--- src/rtl/glosd_pkg.sv ---
`timescale 1ns / 1ps
`default_nettype none

package glosd_pkg;

	// map and number format
	localparam int MAP_DIM   = 64;
	localparam int FRAC_BITS = 8;
	localparam int COORD_W   = 14;
	localparam int CELL_W    = COORD_W - FRAC_BITS;
	localparam int MAP_IDX_W = $clog2(MAP_DIM);
	localparam int MAP_AW    = 2 * MAP_IDX_W;

	// walk datapath widths: cell position carries a sign and one cell of overshoot
	localparam int POS_W  = CELL_W + 2;
	localparam int BND_W  = FRAC_BITS + 1;
	localparam int BX_W   = FRAC_BITS + CELL_W + 2;
	localparam int PROD_W = BX_W + COORD_W;
	localparam int SQ_W   = 2 * COORD_W;
	localparam int STEP_W = 8;

	// configuration registers
	localparam int CFG_W   = 7;
	localparam int RNG_W   = CFG_W + FRAC_BITS;
	localparam int RSQ_W   = 2 * RNG_W;
	localparam int PADDR_W = 4;
	localparam int PDATA_W = 32;

	localparam logic [1:0] REG_MAP_WIDTH  = 2'd0;
	localparam logic [1:0] REG_MAP_HEIGHT = 2'd1;
	localparam logic [1:0] REG_MAX_RANGE  = 2'd2;

	localparam logic [CFG_W-1:0] RST_MAP_WIDTH  = 7'd64;
	localparam logic [CFG_W-1:0] RST_MAP_HEIGHT = 7'd64;
	localparam logic [CFG_W-1:0] RST_MAX_RANGE  = 7'd15;

	// request function codes
	localparam logic FUNC_WRITE = 1'b0;
	localparam logic FUNC_QUERY = 1'b1;

	// job classes handed from front to back
	localparam logic [1:0] KIND_WRITE = 2'd0;
	localparam logic [1:0] KIND_FAR   = 2'd1;
	localparam logic [1:0] KIND_NEAR  = 2'd2;
	localparam logic [1:0] KIND_WALK  = 2'd3;

	// outcome codes
	localparam logic [1:0] OUT_VISIBLE = 2'd0;
	localparam logic [1:0] OUT_FAR     = 2'd1;
	localparam logic [1:0] OUT_LEFT    = 2'd2;
	localparam logic [1:0] OUT_SOLID   = 2'd3;

	// one whole cell in boundary distance units
	localparam logic [BND_W-1:0] BND_ONE = {1'b1, {FRAC_BITS{1'b0}}};

	typedef struct packed {
		logic [CFG_W-1:0] map_width;
		logic [CFG_W-1:0] map_height;
		logic [CFG_W-1:0] max_range;
	} cfg_t;

	typedef struct packed {
		logic [1:0]        kind;
		logic              solid;
		logic [CELL_W-1:0] cx;
		logic [CELL_W-1:0] cy;
		logic [CELL_W-1:0] tx;
		logic [CELL_W-1:0] ty;
		logic              negx;
		logic              negy;
		logic [COORD_W-1:0] adx;
		logic [COORD_W-1:0] ady;
		logic [BND_W-1:0]  bx;
		logic [BND_W-1:0]  by;
	} job_t;

endpackage

`default_nettype wire

--- src/rtl/glosd_front.sv ---
`timescale 1ns / 1ps
`default_nettype none

module glosd_front
	import glosd_pkg::*;
(
	input  wire logic               clk,
	input  wire logic               arst_n,
	input  wire logic               hold,
	input  wire cfg_t               cfg,
	input  wire logic               in_valid,
	output logic                    in_stall,
	input  wire logic               func,
	input  wire logic [CELL_W-1:0]  cell_x,
	input  wire logic [CELL_W-1:0]  cell_y,
	input  wire logic               mark_solid,
	input  wire logic [COORD_W-1:0] from_x,
	input  wire logic [COORD_W-1:0] from_y,
	input  wire logic [COORD_W-1:0] to_x,
	input  wire logic [COORD_W-1:0] to_y,
	output logic                    job_valid,
	output job_t                    job,
	input  wire logic               job_space
);

	logic en;
	logic acc;
	logic v_s1, v_s2;

	logic               func_s1, solid_s1, negx_s1, negy_s1;
	logic [CELL_W-1:0]  wx_s1, wy_s1, tx_s1, ty_s1;
	logic [COORD_W-1:0] fx_s1, fy_s1, adx_s1, ady_s1;
	logic [RNG_W-1:0]   rng_s1;

	logic               func_s2, solid_s2, negx_s2, negy_s2;
	logic [CELL_W-1:0]  wx_s2, wy_s2, tx_s2, ty_s2;
	logic [COORD_W-1:0] fx_s2, fy_s2, adx_s2, ady_s2;
	logic [SQ_W-1:0]    sqx_s2, sqy_s2;
	logic [RSQ_W-1:0]   rsq_s2;

	logic [SQ_W:0]          dsq;
	logic                   far;
	logic                   same;
	logic [CELL_W-1:0]      fcx, fcy;
	logic [FRAC_BITS-1:0]   frx, fry;

	// pipeline moves whenever its last stage can hand over
	assign en       = !v_s2 || job_space;
	assign in_stall = hold || !en;
	assign acc      = in_valid && !in_stall;

	always_ff @(posedge clk or negedge arst_n) begin
		if (!arst_n) begin
			v_s1 <= 1'b0;
			v_s2 <= 1'b0;
		end else if (en) begin
			v_s1 <= acc;
			v_s2 <= v_s1;
		end
	end

	// stage 1: capture and take absolute differences
	always_ff @(posedge clk) begin
		if (en) begin
			func_s1  <= func;
			solid_s1 <= mark_solid;
			wx_s1    <= cell_x;
			wy_s1    <= cell_y;
			fx_s1    <= from_x;
			fy_s1    <= from_y;
			tx_s1    <= to_x[COORD_W-1:FRAC_BITS];
			ty_s1    <= to_y[COORD_W-1:FRAC_BITS];
			negx_s1  <= to_x < from_x;
			negy_s1  <= to_y < from_y;
			adx_s1   <= (to_x < from_x) ? from_x - to_x : to_x - from_x;
			ady_s1   <= (to_y < from_y) ? from_y - to_y : to_y - from_y;
			rng_s1   <= {cfg.max_range, {FRAC_BITS{1'b0}}};
		end
	end

	// stage 2: squares for the range test
	always_ff @(posedge clk) begin
		if (en) begin
			func_s2  <= func_s1;
			solid_s2 <= solid_s1;
			wx_s2    <= wx_s1;
			wy_s2    <= wy_s1;
			fx_s2    <= fx_s1;
			fy_s2    <= fy_s1;
			tx_s2    <= tx_s1;
			ty_s2    <= ty_s1;
			negx_s2  <= negx_s1;
			negy_s2  <= negy_s1;
			adx_s2   <= adx_s1;
			ady_s2   <= ady_s1;
			sqx_s2   <= adx_s1 * adx_s1;
			sqy_s2   <= ady_s1 * ady_s1;
			rsq_s2   <= rng_s1 * rng_s1;
		end
	end

	// classification of the request
	assign dsq  = {1'b0, sqx_s2} + {1'b0, sqy_s2};
	assign far  = {{(RSQ_W - SQ_W - 1){1'b0}}, dsq} > rsq_s2;
	assign fcx  = fx_s2[COORD_W-1:FRAC_BITS];
	assign fcy  = fy_s2[COORD_W-1:FRAC_BITS];
	assign frx  = fx_s2[FRAC_BITS-1:0];
	assign fry  = fy_s2[FRAC_BITS-1:0];
	assign same = (fcx == tx_s2) && (fcy == ty_s2);

	always_comb begin
		job_valid = v_s2;
		if (func_s2 == FUNC_WRITE) begin
			job.kind = KIND_WRITE;
		end else if (far) begin
			job.kind = KIND_FAR;
		end else if (same) begin
			job.kind = KIND_NEAR;
		end else begin
			job.kind = KIND_WALK;
		end
		job.solid = solid_s2;
		job.cx    = (func_s2 == FUNC_WRITE) ? wx_s2 : fcx;
		job.cy    = (func_s2 == FUNC_WRITE) ? wy_s2 : fcy;
		job.tx    = tx_s2;
		job.ty    = ty_s2;
		job.negx  = negx_s2;
		job.negy  = negy_s2;
		job.adx   = adx_s2;
		job.ady   = ady_s2;
		// distance to the first cell edge on each axis
		job.bx    = negx_s2 ? {1'b0, frx} : BND_ONE - {1'b0, frx};
		job.by    = negy_s2 ? {1'b0, fry} : BND_ONE - {1'b0, fry};
	end

endmodule

`default_nettype wire

--- config.mk ---
export PLATFORM = sky130hd
export DESIGN_NAME = glosd_front
export DESIGN_NICKNAME = d
export VERILOG_FILES = /design/src/rtl/glosd_pkg.sv /design/src/rtl/glosd_front.sv
export SDC_FILE = /design/constraint.sdc
export NUM_CORES = 1
export LEC_CHECK = 0
export CAP_MARGIN = 0
export CORE_MARGIN = 4
export CORE_UTILIZATION = 30
export DETAILED_ROUTE_END_ITERATION = 8
export DONT_BUFFER_PORTS = 1
export SYNTH_ARGS = -nofsm -noshare
export SYNTH_HDL_FRONTEND = slang
export SYNTH_SLANG_ARGS = --single-unit
--- constraint.sdc ---
create_clock -name clk -period 15.7 [get_ports clk]
set_input_delay 3.925 -clock clk [delete_from_list [all_inputs] [get_ports clk]]
set_output_delay 3.925 -clock clk [all_outputs]
set_load 0.02 [all_outputs]
==> metrics.txt <==
largest cells by area after synthesis edfxtp_1 30%, fa_1 21%, ha_1 16%; top_reg_cell synth edfxtp_1; clk slew on worst S/H paths 60 ps; Sink Count 242; Crit Path Class reg -> out; Setup Skew 20.70 ps; drt pass-1 iters 7; Top Usage Layer GRT met2; total number of vias about 15,000; area grow syn2layout 8.940%; clock latency on the worst-skew pair 590 ps; Core Util, Final between 30% and 40%; DRT Wirelength 48,210 µm; WP data required roughly 12,000 ps; Hold WC Path Type reg -> reg; met1 usage 14.54%; commonest cells after routing, fill and taps aside 469 x inv_1, 301 x ha_1, 245 x fa_1, 240 x edfxtp_1, 171 x nand2_1; hold-critical path depth 0; FF-to-FF path depth 24; I/O Buffers 0; Setup Buffers After CTS 0; CTS max path bufs 3; fin cells 3,313; Ports about 170; Period Utilization, post-route between 60% and 70%; DP Cell Count between 3,000 and 4,000; Seq/Total Area, Yosys a little under a third; Diodes inserted 0; register cell area after layout 7257 µm²; vias in the first global route 15,675; area of the core 78,870 µm²; Pins Over Slew Limit 0; Synth area leader edfxtp_1; Synth Register Bits 242; CTS tree built; root buffer cell clkbuf_16; warnings from Yosys 0; Final Wtd Congestion 0.8166; Synth top area share slightly above 30%; layout cells sized above 1 under 10%; RSZ-0062 raised after global routing false; initial drt markers between 500 and 600; DP HPWL between 30,000 and 40,000 µm; CTS Buf Count 31; Syn Std Cell Area around 24,000 µm²; DIE WIDTH roughly 290 µm; # hold bufs at CTS 0; Worst setup EP type primary output; Max Clk Rate 0.1061 GHz; ys async rst share 0.8264%; final hold viol count 0; syn_area_per_cell 10.59 µm²; initial antenna violation count 0; Starting Density a little under a third; Post-synth EDFFs 240; remaining global-route overflow 0; largest net degree at the start of global routing 76; most common cell after layout, fill and taps aside inv_1; GRT met2 Usage 20.14%; # setup viols final 0; Syn Inst Count around 2,300; fillers 8,072; die height 290.1 µm; Min Clock Period, post-route 9425 ps; mean routed wirelength per cell approximately 15 µm; status completed; H-tree levels 1; WHS between 400 and 500 ps; startpoint types register; GR Util All Layers 11.52%; Max-slew headroom 35.14%; global-route wire length before repair around 80,000 µm; Slew @ Worst Pin 959.4 ps; Layout Nets 2,884; DIE AREA 84,170 µm²; GR Util met3 2.472%; Synth cell types 66; area taken by multi-input logic gates about 15,000 µm²; Routed Antenna Nets 0; syn_nets 2,897; Resized Gates After CTS 0; worst path arrival time 5500 ps; std cell rows 103; Via-to-Cell Ratio 4.510; Max Cap Viol 0; Critical Path Fanout Max 4; DRC Markers 0; Fin Setup TNS 0 ps
-- sequential cells by signal, summed over array words and instances (netlist names), 6 cells and up --
name	flops
fx_s1	14
wy_s2	6
adx_s1	14
tx_s1	6
wx_s2	6
adx_s2	14
fy_s2	14
ady_s1	14
rsq_s2	13
rng_s1	7
ady_s2	14
ty_s2	6
sqx_s2	26
wy_s1	6
fy_s1	14
tx_s2	6
fx_s2	14
ty_s1	6
wx_s1	6
sqy_s2	26
-- per-stage QoR --
step | worst slack, ps | cell area, µm²
2_1_floorplan | 869.3 | 23880
3_3_place_gp | 6906 | 25010
3_5_place_dp | 6911 | 25010
4_1_cts | 6237 | 26010
5_1_grt | 5750 | 26010
6_report | 6275 | 26010
-- per-layer routing --
layer / part of all wire (%) / wire [µm] / up-vias
li1: - / - / 7374
met2: 48 / 23360 / 222
met3: 5.0 / 2417 / 58
met1: 44 / 21340 / 7288
met4: 2.3 / 1086 / 0
met5: 0 / 0 / -
-- cell type report --
| class | count | share of cell area (%) |
|---|---|---|
| multi-input cells | 1490 | 56.21 |
| flip-flops and latches | 242 | 27.90 |
| inverters | 469 | 6.768 |
| well taps | 1050 | 5.051 |
| clock buffers | 33 | 3.011 |
| clock inverters | 21 | 0.8322 |
| repair buffers | 8 | 0.2309 |
-- cells in the mapped netlist, drive strengths merged, types with 9 or more instances --
| cell type | count |
|---|---|
| a211oi | 9 |
| a21o | 46 |
| a21oi | 93 |
| a31o | 14 |
| a31oi | 14 |
| and2 | 77 |
| and3 | 9 |
| buf | 11 |
| clkbuf | 43 |
| edfxtp | 240 |
| fa | 245 |
| ha | 301 |
| inv | 469 |
| mux2 | 22 |
| mux2i | 18 |
| nand2 | 171 |
| nand2b | 17 |
| nand3 | 17 |
| nand4 | 9 |
| nor2 | 72 |
| nor2b | 21 |
| nor3 | 29 |
| nor4 | 9 |
| o211ai | 10 |
| o21a | 13 |
| o21ai | 44 |
| o21bai | 14 |
| xnor2 | 81 |
| xor2 | 62 |
-- critical path, stage by stage, from the launching register on --
cell and delay [ps]:
edfxtp_1 370, ha_1 350, a211oi_1 400, nor4_1 120, o32a_2 450, a41oi_4 320, a2111oi_4 120, or3_4 390
a21oi_2 150, xnor2_1 80, ha_1 270, inv_1 50, nor4_1 420, o2111ai_1 190, nor4_1 260, o221a_2 250
a31oi_1 240, nor2b_1 490
-- final timing paths --
path	startpoint	end	slack, ps
worst min-delay path	ty_s1[4]	ty_s2[4]	410
worst max register to register	ady_s1[6]	sqy_s2[27]	8740
worst max-delay path	sqx_s2[3]	job[74]	6280
min in group asynchronous	arst_n	job_valid	3030
max in group asynchronous	arst_n	v_s1	12600
worst min register to register	ty_s1[4]	ty_s2[4]	410
-- kinds of logic after synthesis --
| logic type | Yosys count | synth area share (%) |
|---|---|---|
| adders and majority gates | 546 | 36.32 |
| buffers and inverters | 523 | 8.405 |
| and+or+nand+nor | 460 | 9.406 |
| AOI/OAI and AO/OA | 301 | 8.442 |
| DFF | 242 | 30.39 |
| xor gates and xnor gates | 143 | 5.246 |
| muxes | 40 | 1.792 |
Power is left out: the tool's default activity adds up to more than one toggle a clock period on the data nets, which glitch-free logic cannot reach.
