--- config.mk ---
export PLATFORM = sky130hd
export DESIGN_NAME = glosd_queue
export DESIGN_NICKNAME = d
export VERILOG_FILES = /design/src/rtl/glosd_pkg.sv /design/src/rtl/glosd_queue.sv
export SDC_FILE = /design/constraint.sdc
export NUM_CORES = 1
export LEC_CHECK = 0
export ABC_AREA = 1
export BUFFER_PORTS_ARGS = -buffer_cell sky130_fd_sc_hd__clkbuf_2
export CORE_MARGIN = 3
export CORE_UTILIZATION = 30
export DETAILED_ROUTE_END_ITERATION = 6
export SYNTH_ARGS = -nofsm -noshare
export SYNTH_HDL_FRONTEND = slang
export SYNTH_SLANG_ARGS = --single-unit
--- constraint.sdc ---
create_clock -name clk -period 7.5 [get_ports clk]
set_input_delay 0 -clock clk [delete_from_list [all_inputs] [get_ports clk]]
set_output_delay 0 -clock clk [all_outputs]
set_load 0.02 [all_outputs]
--- src/rtl/glosd_pkg.sv ---
`timescale 1ns / 1ps
`default_nettype none

package glosd_pkg;

	// map and number format
	localparam int MAP_DIM   = 64;
	localparam int FRAC_BITS = 8;
	localparam int COORD_W   = 14;
	localparam int CELL_W    = COORD_W - FRAC_BITS;
	localparam int MAP_IDX_W = $clog2(MAP_DIM);
	localparam int MAP_AW    = 2 * MAP_IDX_W;

	// walk datapath widths: cell position carries a sign and one cell of overshoot
	localparam int POS_W  = CELL_W + 2;
	localparam int BND_W  = FRAC_BITS + 1;
	localparam int BX_W   = FRAC_BITS + CELL_W + 2;
	localparam int PROD_W = BX_W + COORD_W;
	localparam int SQ_W   = 2 * COORD_W;
	localparam int STEP_W = 8;

	// configuration registers
	localparam int CFG_W   = 7;
	localparam int RNG_W   = CFG_W + FRAC_BITS;
	localparam int RSQ_W   = 2 * RNG_W;
	localparam int PADDR_W = 4;
	localparam int PDATA_W = 32;

	localparam logic [1:0] REG_MAP_WIDTH  = 2'd0;
	localparam logic [1:0] REG_MAP_HEIGHT = 2'd1;
	localparam logic [1:0] REG_MAX_RANGE  = 2'd2;

	localparam logic [CFG_W-1:0] RST_MAP_WIDTH  = 7'd64;
	localparam logic [CFG_W-1:0] RST_MAP_HEIGHT = 7'd64;
	localparam logic [CFG_W-1:0] RST_MAX_RANGE  = 7'd15;

	// request function codes
	localparam logic FUNC_WRITE = 1'b0;
	localparam logic FUNC_QUERY = 1'b1;

	// job classes handed from front to back
	localparam logic [1:0] KIND_WRITE = 2'd0;
	localparam logic [1:0] KIND_FAR   = 2'd1;
	localparam logic [1:0] KIND_NEAR  = 2'd2;
	localparam logic [1:0] KIND_WALK  = 2'd3;

	// outcome codes
	localparam logic [1:0] OUT_VISIBLE = 2'd0;
	localparam logic [1:0] OUT_FAR     = 2'd1;
	localparam logic [1:0] OUT_LEFT    = 2'd2;
	localparam logic [1:0] OUT_SOLID   = 2'd3;

	// one whole cell in boundary distance units
	localparam logic [BND_W-1:0] BND_ONE = {1'b1, {FRAC_BITS{1'b0}}};

	typedef struct packed {
		logic [CFG_W-1:0] map_width;
		logic [CFG_W-1:0] map_height;
		logic [CFG_W-1:0] max_range;
	} cfg_t;

	typedef struct packed {
		logic [1:0]        kind;
		logic              solid;
		logic [CELL_W-1:0] cx;
		logic [CELL_W-1:0] cy;
		logic [CELL_W-1:0] tx;
		logic [CELL_W-1:0] ty;
		logic              negx;
		logic              negy;
		logic [COORD_W-1:0] adx;
		logic [COORD_W-1:0] ady;
		logic [BND_W-1:0]  bx;
		logic [BND_W-1:0]  by;
	} job_t;

endpackage

`default_nettype wire

--- src/rtl/glosd_queue.sv ---
`timescale 1ns / 1ps
`default_nettype none

module glosd_queue
	import glosd_pkg::*;
#(
	parameter int DEPTH = 2
)
(
	input  wire logic clk,
	input  wire logic arst_n,
	input  wire logic push,
	input  wire job_t push_data,
	output logic      space,
	output logic      avail,
	input  wire logic pop,
	output job_t      pop_data
);

	localparam int PTR_W = $clog2(DEPTH);
	localparam int CNT_W = $clog2(DEPTH + 1);
	localparam logic [PTR_W-1:0] LAST = PTR_W'(DEPTH - 1);

	job_t             slot_q [DEPTH];
	logic [PTR_W-1:0] wr_q, rd_q;
	logic [CNT_W-1:0] cnt_q;
	logic             do_push, do_pop;

	assign space    = cnt_q != CNT_W'(DEPTH);
	assign avail    = cnt_q != '0;
	assign do_push  = push && space;
	assign do_pop   = pop && avail;
	assign pop_data = slot_q[rd_q];

	// pointers and fill count
	always_ff @(posedge clk or negedge arst_n) begin
		if (!arst_n) begin
			wr_q  <= '0;
			rd_q  <= '0;
			cnt_q <= '0;
		end else begin
			if (do_push) begin
				wr_q <= (wr_q == LAST) ? '0 : wr_q + PTR_W'(1);
			end
			if (do_pop) begin
				rd_q <= (rd_q == LAST) ? '0 : rd_q + PTR_W'(1);
			end
			if (do_push && !do_pop) begin
				cnt_q <= cnt_q + CNT_W'(1);
			end else if (do_pop && !do_push) begin
				cnt_q <= cnt_q - CNT_W'(1);
			end
		end
	end

	// entry storage
	always_ff @(posedge clk) begin
		if (do_push) begin
			slot_q[wr_q] <= push_data;
		end
	end

endmodule

`default_nettype wire

==> impl_metrics.py, run 1 <==
metrics = {
    "outcome": {
        "outcome": "finished clean",
    },
    "placement": {
        "port_buffers": 155,
        "place.detailed.hpwl_um": 7620,
        "gp_congestion": 0.710,
        "place.detailed.instances": 792,
    },
    "clocking": {
        "clock_insertion_delay_worst_skew_ns": 0.41,
        "cts_buffers": 17,
        "clk_pin_slew_worst_paths_ns": 0.06,
        "ctsLongestPathBuffers": 2,
        "ctsRootBufferMaster": "sky130_fd_sc_hd__clkbuf_16",
        "tritoncts_num_sinks": 154,
        "clock_tree_from_tritoncts": "done",
        "cts.htree.levels": 4,
        "number_of_gates_given_a_new_drive_strength_after_cts": 0,
    },
    "critical_path": {
        "crit_path_cell_trace": "inv_1, nand2_1, nand2_1, nor2_4, buf_4",
        "critPathRequiredTime_ns": 7.54,
        "worst-path-max-fanout": 41,
        "startpoint_type": "register",
        "cp_slowest_cell": "sky130_fd_sc_hd__nor2_4",
        "crit_arrival_ns": 2.65,
        "cpMostUsedCell": "sky130_fd_sc_hd__nand2_1",
        "worst_r2r_startpoint": "cnt_q[0]",
        "path_buf_inv": 2,
        "timing.critical_path.max_delay_family": "simple AND/OR/NAND/NOR gates",
        "critical-path-max-stage-delay_ns": 0.84,
        "timing.setup.critical_path_class": "reg2reg",
        "r2r_end": "slot_q[0][28]",
        "worst_r2r_path_depth": 5,
        "reg2reg_setup_slack_ns": 4.89,
        "worstSetupEndpointType": "register",
    },
    "route": {
        "drt-wirelength-per-cell_um": 14.1,
        "postRouteWirelength_um": 12700,
        "drc": 0,
        "via_count": 3882,
        "drt_pre_antenna_iters": 4,
        "antenna_left": 0,
        "dr.first_iter.drc_count": 148,
        "vias_per_cell": 4.31,
    },
    "global_route": {
        "global_route_wire_length_before_repair_um": 19600,
        "number_of_antenna_violations_at_the_first_check_in_global_routing": 0,
        "grt-ovfl-total": 0,
        "grt_max_degree": 77,
        "global_route.usage.total_pct": 12.4,
        "number_of_global_route_vias_before_repair": 4055,
    },
    "cells_and_area": {
        "final_cell_mix": "235 x sky130_fd_sc_hd__nand2_1, 155 x sky130_fd_sc_hd__clkbuf_2, 150 x sky130_fd_sc_hd__edfxtp_1",
        "utilization_pct": 43.8,
        "leading_cell_type_in_the_layout_fill_and_taps_excluded": "sky130_fd_sc_hd__nand2_1",
        "layoutNonFillerInstCount": 901,
        "flow.area_growth_from_synthesis_pct": 41.1,
        "antenna_cells_inserted": 0,
        "nNetsFinal": 740,
        "post_route_cells_drive_above_1_share_pct": 28.4,
    },
    "sta": {
        "setup_viol": 0,
        "tightestPinTransition_ns": 1.05,
        "slew_headroom_pct": 29.7,
        "fraction_of_the_cycle_the_final_worst_path_needs_pct": 34.8,
        "finalWorstPathRequiredPeriod_ns": 2.61,
        "final_max_slew_violation_count": 0,
        "totalNegativeSetupSlack_ns": 0,
        "final.setup_skew_ns": 0.00607,
        "timing.final.hold_violations": 0,
        "grt_setup_unrepaired": "no",
        "maxClockFrequency_mhz": 383,
    },
    "power": {
        "power.density_cell_area_nw_per_um2": 393,
        "max-vdd-ir-drop_mv": 0.219,
        "power_leakage_nw": 3.47,
        "power.total_mw": 3.16,
    },
    "min_path": {
        "hold_start": "push",
        "min_delay_path_depth": 3,
        "hold-path-endpoint": "wr_q",
        "hold_class": "in2reg",
    },
    "synthesis": {
        "synthesis.yosys.warnings": 0,
        "netlist_top_cells_area": "sky130_fd_sc_hd__edfxtp_1 79%, sky130_fd_sc_hd__nand2_1 15%, sky130_fd_sc_hd__dfrtp_1 1.8%",
        "synthesis.area_um2": 5690,
        "synth_largest_area_cell": "sky130_fd_sc_hd__edfxtp_1",
        "netlist_instances": 421,
        "synth-seq-area-share_pct": 80.9,
        "netlist.area_leader.share_pct": 79.1,
        "distinct_cells_synth": 14,
        "synth_seq_cells": 154,
        "postSynthAreaPerCell_um2": 13.5,
        "syn_nets": 501,
    },
    "floorplan": {
        "num_rows": 49,
        "dieHeight_um": 144,
        "io_pins": 156,
        "floorplan.initialDensity_pct": 31.1,
        "core_footprint_um2": 18300,
        "fp.dieArea_um2": 20700,
        "floorplan.die.width_um": 144,
    },
    "flow_run": {
        "number_of_max_cap_violations": 0,
    },
}
==> layer usage <==
metal	wire length, um	GRT usage [%]	part of all wire, %
met2	6570	22.4	52
met5	0	0	0
met4	215	4.61	1.7
met3	626	3.99	4.9
met1	5270	13.7	42
==> synthesized netlist by cell type <==
cell / instances
sky130_fd_sc_hd__nand2_1: 235
sky130_fd_sc_hd__edfxtp_1: 150
sky130_fd_sc_hd__buf_2: 9
sky130_fd_sc_hd__buf_6: 6
sky130_fd_sc_hd__inv_1: 6
sky130_fd_sc_hd__dfrtp_1: 4
sky130_fd_sc_hd__buf_4: 2
sky130_fd_sc_hd__nand3_1: 2
sky130_fd_sc_hd__nor2_1: 2
sky130_fd_sc_hd__ha_1: 1
sky130_fd_sc_hd__inv_2: 1
sky130_fd_sc_hd__nand4_1: 1
sky130_fd_sc_hd__xnor2_1: 1
sky130_fd_sc_hd__xor2_1: 1
==> worst max path at each step <==
stage / start / end / slack (ns) / depth (start not counted)
global route: cnt_q[0] / slot_q[0][70] / 4.68 / 5
global placement: cnt_q[0] / slot_q[0][68] / 4.88 / 5
floorplan: cnt_q[0] / slot_q[0][0] / 3.10 / 4
finish: cnt_q[0] / slot_q[0][28] / 4.89 / 5
CTS: cnt_q[0] / slot_q[0][70] / 4.76 / 5
detailed placement: cnt_q[0] / slot_q[0][34] / 4.78 / 5
==> flip-flops by register name (all words and copies together), names as in the netlist <==
name,count
wr_q,1
slot_q,150
rd_q,1
cnt_q,2
==> layout make-up <==
| type | count | area [um2] |
|---|---|---|
| clock buffer | 17 | 425 |
| clock inverter | 14 | 155 |
| fill | 1685 | 10300 |
| inverter | 7 | 26.3 |
| multi-input combinational | 243 | 951 |
| sequential | 154 | 4610 |
| tap | 229 | 287 |
| timing repair buffer | 237 | 1590 |
==> worst reg2reg max path, cell delays in order, from the launching register on <==
cell and delay [ns]:
sky130_fd_sc_hd__dfrtp_1 0.38, sky130_fd_sc_hd__inv_1 0.09, sky130_fd_sc_hd__nand2_1 0.09, sky130_fd_sc_hd__nand2_1 0.19
sky130_fd_sc_hd__nor2_4 0.84, sky130_fd_sc_hd__buf_4 0.62
==> cells by family (layout without fill, tap and decap cells) <==
logic type	Yosys count	in the layout	synth area share [%]
adders and majority gates	1	1	0.220
buffers and inverters	24	275	2.70
and+or+nand+nor	240	240	15.9
DFF	154	154	80.9
xor gates and xnor gates	2	2	0.308
==> stage by stage <==
| step | area, um2 | hold WS [ns] | setup WS [ns] |
|---|---|---|---|
| after CTS | 8040 | 0.0142 | 4.76 |
| after global placement | 6680 | -0.189 | 4.88 |
| final | 8040 | 0.0478 | 4.89 |
| after detailed placement | 6680 | -0.185 | 4.78 |
| after floorplan | 5690 | -0.296 | 3.10 |
| after global routing | 8040 | 0.0505 | 4.68 |
==> repair_timing <==
item | CTS | global route
hold buffers | 78 | 0
endpoints found under the hold margin | 155 | 0
endpoints found under the setup margin | 0 | 0
buffers inserted | 0 | 0
==> power breakdown <==
part           switching [mW]  internal [mW]
sequential             0.0477           1.18
clock                   0.326          0.517
combinational           0.786          0.304
total                    1.16           2.00
No activity file was read; power rests on OpenSTA's default activity.
==> run 2: changes to the inputs <==
==> constraint.sdc (replaced) <==
create_clock -name clk -period 2.4 [get_ports clk]
set_input_delay 0 -clock clk [delete_from_list [all_inputs] [get_ports clk]]
set_output_delay 0 -clock clk [all_outputs]
set_load 0.02 [all_outputs]
==> run 2 against run 1 <==
Hold slack got worse by 0.0072 ns. Via count decreased by 1.8%. Design area increased by 0.26%. Maximum frequency increased by 52%. Critical path type unchanged. Highest routed layer unchanged.
==> impl_metrics.py, run 2 (synthesis gave the netlist of run 1 again) <==
metrics = {
    "outcome": {
        "outcome": "finished clean",
    },
    "placement": {
        "gp_congestion": 0.705,
        "port_buffers": 155,
        "dp_worst_setup_slack_ns": 0.660,
        "place.detailed.instances": 794,
        "place.detailed.hpwl_um": 7540,
    },
    "cells_and_area": {
        "flow.area_growth_from_synthesis_pct": 41.5,
        "layoutNonFillerInstCount": 904,
        "post_route_cells_drive_above_1_share_pct": 28.4,
        "footprint_of_the_multi_input_gates_um2": 951,
        "leading_cell_type_in_the_layout_fill_and_taps_excluded": "sky130_fd_sc_hd__nand2_1",
        "nNetsFinal": 742,
        "sequential_cell_area_um2": 4610,
        "largest_register_ffs": 150,
        "reg.largest.list": "slot_q: 150 flops, cnt_q: 2 flops",
        "largest_register": "slot_q",
        "n_fill_cell": 1665,
        "final_cell_mix": "235 x sky130_fd_sc_hd__nand2_1, 155 x sky130_fd_sc_hd__clkbuf_2, 150 x sky130_fd_sc_hd__edfxtp_1",
        "antenna_cells_inserted": 0,
    },
    "power": {
        "power_leakage_nw": 3.46,
        "max-vdd-ir-drop_mv": 0.649,
        "share_clk_of_total_power_pct": 25.8,
        "p_switching_mw": 3.59,
        "power.switching_fraction_pct": 36.7,
        "power.internal_mw": 6.19,
        "comb_power_share_pct": 35.0,
        "power.share.sequential_pct": 39.1,
        "power.density_cell_area_nw_per_um2": 1210,
        "power.total_mw": 9.79,
    },
    "flow_run": {
        "number_of_max_cap_violations": 0,
    },
    "floorplan": {
        "fp.dieArea_um2": 20700,
        "floorplan.initialDensity_pct": 31.1,
        "dieHeight_um": 144,
        "num_rows": 49,
        "floorplan.die.width_um": 144,
        "io_pins": 156,
        "core_footprint_um2": 18300,
    },
    "sta": {
        "final.setup_skew_ns": 0.00729,
        "slew_headroom_pct": 61.7,
        "final.setup.worst_slack_ns": 0.682,
        "timing.final.hold_violations": 0,
        "setup_viol": 0,
        "finalWorstPathRequiredPeriod_ns": 1.72,
        "grt_setup_unrepaired": "no",
        "totalNegativeSetupSlack_ns": 0,
        "tightestPinTransition_ns": 0.575,
        "maxClockFrequency_mhz": 582,
        "fraction_of_the_cycle_the_final_worst_path_needs_pct": 71.6,
        "final_max_slew_violation_count": 0,
    },
    "global_route": {
        "number_of_antenna_violations_at_the_first_check_in_global_routing": 0,
        "grt_util_met1_pct": 14.6,
        "grt_busiest_layer": "met2",
        "global_route.usage.total_pct": 12.6,
        "met2_usage_pct": 21.8,
        "grt-ovfl-total": 0,
        "number_of_global_route_vias_before_repair": 3983,
        "global_route_wire_length_before_repair_um": 19900,
        "globalRouteMet3Util_pct": 4.13,
        "grt_max_degree": 77,
    },
    "clocking": {
        "clock_insertion_delay_worst_skew_ns": 0.41,
        "post_cts_buffers": 0,
        "clock_tree_from_tritoncts": "done",
        "ctsRootBufferMaster": "sky130_fd_sc_hd__clkbuf_16",
        "cts_buffers": 17,
        "clk_pin_slew_worst_paths_ns": 0.06,
        "number_of_gates_given_a_new_drive_strength_after_cts": 0,
        "tritoncts_num_sinks": 154,
        "ctsLongestPathBuffers": 2,
        "cts.hold.buffers_added": 78,
        "cts.htree.levels": 4,
    },
    "critical_path": {
        "crit_path_cell_trace": "inv_1, nand2_1, nand2_1, nor2_4, buf_4",
        "timing.setup.critical_path_class": "reg2reg",
        "worstSetupEndpointType": "register",
        "cpMostUsedCell": "sky130_fd_sc_hd__nand2_1",
        "critPathRequiredTime_ns": 2.45,
        "reg2reg_setup_slack_ns": 0.68,
        "worst-path-max-fanout": 41,
        "critical-path-max-stage-delay_ns": 0.46,
        "crit_arrival_ns": 1.77,
        "startpoint_type": "register",
        "path_buf_inv": 2,
        "timing.critical_path.max_delay_family": "buffers and inverters",
        "cp_slowest_cell": "sky130_fd_sc_hd__buf_4",
    },
    "route": {
        "postRouteWirelength_um": 12500,
        "vias_per_cell": 4.22,
        "drc": 0,
        "dr.first_iter.drc_count": 166,
        "drt_pre_antenna_iters": 4,
        "antenna_left": 0,
        "via_count": 3813,
        "drt-wirelength-per-cell_um": 13.8,
    },
    "min_path": {
        "hold_class": "in2reg",
    },
}
run 2: cell types whose count changed in the layout (fill, tap and decap cells not counted), sizes merged:
cell / previous run / this run
clkinv: 9 / 5
buf: 4 / 6
clkbuf: 172 / 175
clkinvlp: 1 / 4
bufinv: 3 / 2
run 2: path summary, 6_finish.rpt:
path                       startpoint            end  cells past startpoint
min                              push           wr_q                      3
max in group asynchronous      arst_n           rd_q                      3
max                          cnt_q[0]  slot_q[0][15]                      5
min in group asynchronous      arst_n           rd_q                      3
max reg2reg                  cnt_q[0]  slot_q[0][15]                      5
min reg2reg                  cnt_q[0]       cnt_q[0]                      1
run 2: area by class of cell:
type / instances / share of cell area [%]
Tap cell: 229 / 3.56
Timing Repair Buffer: 239 / 20.2
Inverter: 7 / 0.326
Multi-Input combinational cell: 243 / 11.8
Clock inverter: 12 / 1.55
Clock buffer: 20 / 5.42
Sequential cell: 154 / 57.2
run 2: per-stage QoR:
stage / hold WS (ns) / area (um2) / utilization, %
2_1_floorplan: -0.296 / 5700 / -
3_3_place_gp: -0.186 / 6720 / 36.6
3_5_place_dp: -0.181 / 6720 / 36.6
4_1_cts: 0.0182 / 8060 / 44.0
5_1_grt: 0.0763 / 8060 / 44.0
6_report: 0.0407 / 8060 / 44.0
run 2: power groups by stage:
stage                     Combinational, mW  Sequential (mW)  Clock, mW
after floorplan                        2.27             3.87          0
after global placement                 3.37             3.86          0
after detailed placement               3.42             3.88          0
after CTS                              3.52             3.83       2.62
after global routing                   3.83             3.88       2.72
final                                  3.43             3.83       2.53
run 2: worst reg2reg max path: cells and delay by family, from the launching register on:
family / cells / cell delay [ns]
buffers and inverters: 2 / 0.54
DFF: 1 / 0.38
and+or+nand+nor: 3 / 0.38
run 2: per-layer routing:
layer | share of wire (%) | routed length [um]
met1 | 43 | 5300
met2 | 51 | 6310
met3 | 5.6 | 692
met4 | 1.2 | 154
met5 | 0 | 0
==> run 3: changes to the inputs <==
==> constraint.sdc (replaced) <==
create_clock -name clk -period 1.7 [get_ports clk]
set_input_delay 0 -clock clk [delete_from_list [all_inputs] [get_ports clk]]
set_output_delay 0 -clock clk [all_outputs]
set_load 0.02 [all_outputs]
==> run 3 against run 2 <==
Die area stayed put. First-iteration DRC count is 15% lower. Sequential cell count stayed put. Global-route usage is 0.16 points lower. Hold slack better by 0.28 ns. Sequential share of layout area is 0.56 points lower. Utilization is 0.44 points higher. Register-to-register slack worse by 0.42 ns. Non-clock buffer count is 2 higher. Power is 43% higher. Critical path depth stayed put. Critical path type is now reg2out. Critical endpoint is now pop_data[35]. Largest cell class unchanged.
==> impl_metrics.py, run 3 (synthesis gave the netlist of run 1 again) <==
metrics = {
    "floorplan": {
        "io_pins": 156,
        "floorplan.die.width_um": 144,
        "fp.dieArea_um2": 20700,
        "core_footprint_um2": 18300,
        "num_rows": 49,
        "dieHeight_um": 144,
        "floorplan.initialDensity_pct": 31.1,
    },
    "critical_path": {
        "origin_of_the_worst_setup_path": "rd_q",
        "worst-path-max-fanout": 58,
        "critPathRequiredTime_ns": 1.70,
        "crit_arrival_ns": 1.55,
        "worstSetupEndpointType": "primary output",
        "startpoint_type": "register",
        "critical-path-max-stage-delay_ns": 0.43,
        "worst_r2r_path_depth": 5,
        "cpMostUsedCell": "sky130_fd_sc_hd__nand2_1",
        "path_buf_inv": 3,
        "worst_r2r_startpoint": "cnt_q[0]",
        "reg2reg_setup_slack_ns": 0.26,
        "timing.setup.critical_path_class": "reg2out",
        "crit_path_cell_trace": "inv_2, buf_12, nand2_1, nand2_1, clkbuf_2",
        "cp_slowest_cell": "sky130_fd_sc_hd__dfrtp_2",
        "r2r_end": "slot_q[0][26]",
        "timing.critical_path.max_delay_family": "buffers and inverters",
    },
    "min_path": {
        "hold-path-endpoint": "slot_q[1][51]",
        "hold_start": "push_data[51]",
        "min_delay_path_depth": 2,
        "hold_class": "in2reg",
    },
    "clocking": {
        "cts_buffers": 17,
        "clock_tree_from_tritoncts": "done",
        "ctsLongestPathBuffers": 2,
        "cts.htree.levels": 4,
        "ctsRootBufferMaster": "sky130_fd_sc_hd__clkbuf_16",
        "tritoncts_num_sinks": 154,
        "clock_insertion_delay_worst_skew_ns": 0.41,
        "post_cts_buffers": 0,
        "clk_pin_slew_worst_paths_ns": 0.06,
    },
    "route": {
        "drt-wirelength-per-cell_um": 14.0,
        "dr.first_iter.drc_count": 141,
        "postRouteWirelength_um": 12700,
        "via_count": 3911,
        "antenna_left": 0,
        "drc": 0,
        "vias_per_cell": 4.32,
        "drt_pre_antenna_iters": 5,
    },
    "sta": {
        "grt_setup_unrepaired": "no",
        "totalNegativeSetupSlack_ns": 0,
        "setup_viol": 0,
        "final.hold.worst_slack_ns": 0.320,
        "timing.final.hold_violations": 0,
        "tightestPinTransition_ns": 0.365,
        "fraction_of_the_cycle_the_final_worst_path_needs_pct": 90.9,
        "final.setup_skew_ns": 0.0105,
        "maxClockFrequency_mhz": 647,
        "final_max_slew_violation_count": 0,
        "slew_headroom_pct": 75.7,
        "finalWorstPathRequiredPeriod_ns": 1.55,
    },
    "global_route": {
        "met2_usage_pct": 23.0,
        "grt_max_degree": 77,
        "global_route_wire_length_before_repair_um": 19700,
        "number_of_antenna_violations_at_the_first_check_in_global_routing": 0,
        "globalRouteMet3Util_pct": 3.83,
        "grt_util_met1_pct": 13.4,
        "grt-ovfl-total": 0,
        "global_route.usage.total_pct": 12.5,
        "number_of_global_route_vias_before_repair": 4087,
        "grt_busiest_layer": "met2",
    },
    "power": {
        "power.total_mw": 14.0,
        "share_clk_of_total_power_pct": 25.4,
        "comb_power_share_pct": 35.9,
        "power_leakage_nw": 3.50,
        "power.internal_mw": 8.85,
        "power.density_cell_area_nw_per_um2": 1720,
        "power.share.sequential_pct": 38.7,
        "power.switching_fraction_pct": 36.6,
        "p_switching_mw": 5.11,
        "max-vdd-ir-drop_mv": 0.980,
    },
    "cells_and_area": {
        "antenna_cells_inserted": 0,
        "flow.area_growth_from_synthesis_pct": 42.9,
        "largest_register_ffs": 150,
        "final_cell_mix": "233 x sky130_fd_sc_hd__nand2_1, 155 x sky130_fd_sc_hd__clkbuf_2, 150 x sky130_fd_sc_hd__edfxtp_1",
        "utilization_pct": 44.4,
        "post_route_cells_drive_above_1_share_pct": 28.8,
        "nNetsFinal": 744,
        "leading_cell_type_in_the_layout_fill_and_taps_excluded": "sky130_fd_sc_hd__nand2_1",
        "reg.largest.list": "slot_q: 150 flops, cnt_q: 2 flops",
        "stdcell_area_um2": 8140,
        "largest_register": "slot_q",
    },
    "placement": {
        "detailed_place.area_um2": 6790,
        "port_buffers": 155,
        "gp_congestion": 0.763,
        "place.detailed.hpwl_um": 7780,
    },
    "outcome": {
        "outcome": "finished clean",
    },
    "flow_run": {
        "number_of_max_cap_violations": 0,
    },
}
## run 3: cell count changes in the layout (fill, tap and decap cells not counted), sizes merged
cell,delta
inv,+1
clkinv,+1
clkinvlp,-2
dlygate4sd3,+1
buf,+1
## run 3: repair_timing
action,in CTS,in global routing
endpoints found under the hold margin,156,0
gates resized for setup,0,0
hold buffers,79,0
## run 3: metal layers
layer  vias to the layer above  wire length [um]  part of all wire (%)
li1                       1906                 -                     -
met1                      1876              5040                    40
met2                       112              6760                    53
met3                        17               622                   4.9
met4                         0               236                   1.9
met5                         -                 0                     0
## run 3: power groups by stage
stage                     clock network (mW)  registers [mW]  logic (mW)
after floorplan                            0            5.45        3.24
after global placement                     0            5.45        4.93
after detailed placement                   0            5.49        5.00
after CTS                               3.67            5.41        5.16
after global routing                    3.83            5.48        5.55
final                                   3.55            5.40        5.01
## run 3: worst max-delay path by stage
stage                         end  slack, ns  cells past startpoint
floorplan            slot_q[0][0]      -0.47                      4
global placement    slot_q[0][18]       0.31                      5
detailed placement  slot_q[0][16]       0.26                      5
CTS                  pop_data[62]        0.1                      5
global route         pop_data[48]       0.03                      5
finish               pop_data[35]       0.15                      5
## run 3: layout make-up
type / instances / area, um2
Clock buffer: 20 / 437
Clock inverter: 12 / 123
Fill cell: 1681 / 10200
Inverter: 7 / 26.3
Multi-Input combinational cell: 243 / 966
Sequential cell: 154 / 4610
Tap cell: 229 / 287
Timing Repair Buffer: 241 / 1690
## run 3: stage by stage
| stage | std cells | setup WS [ns] |
|---|---|---|
| floorplan | 421 | -0.471 |
| global placement | 795 | 0.307 |
| detailed placement | 795 | 0.258 |
| CTS | 906 | 0.0952 |
| global route | 906 | 0.0297 |
| finish | 906 | 0.154 |
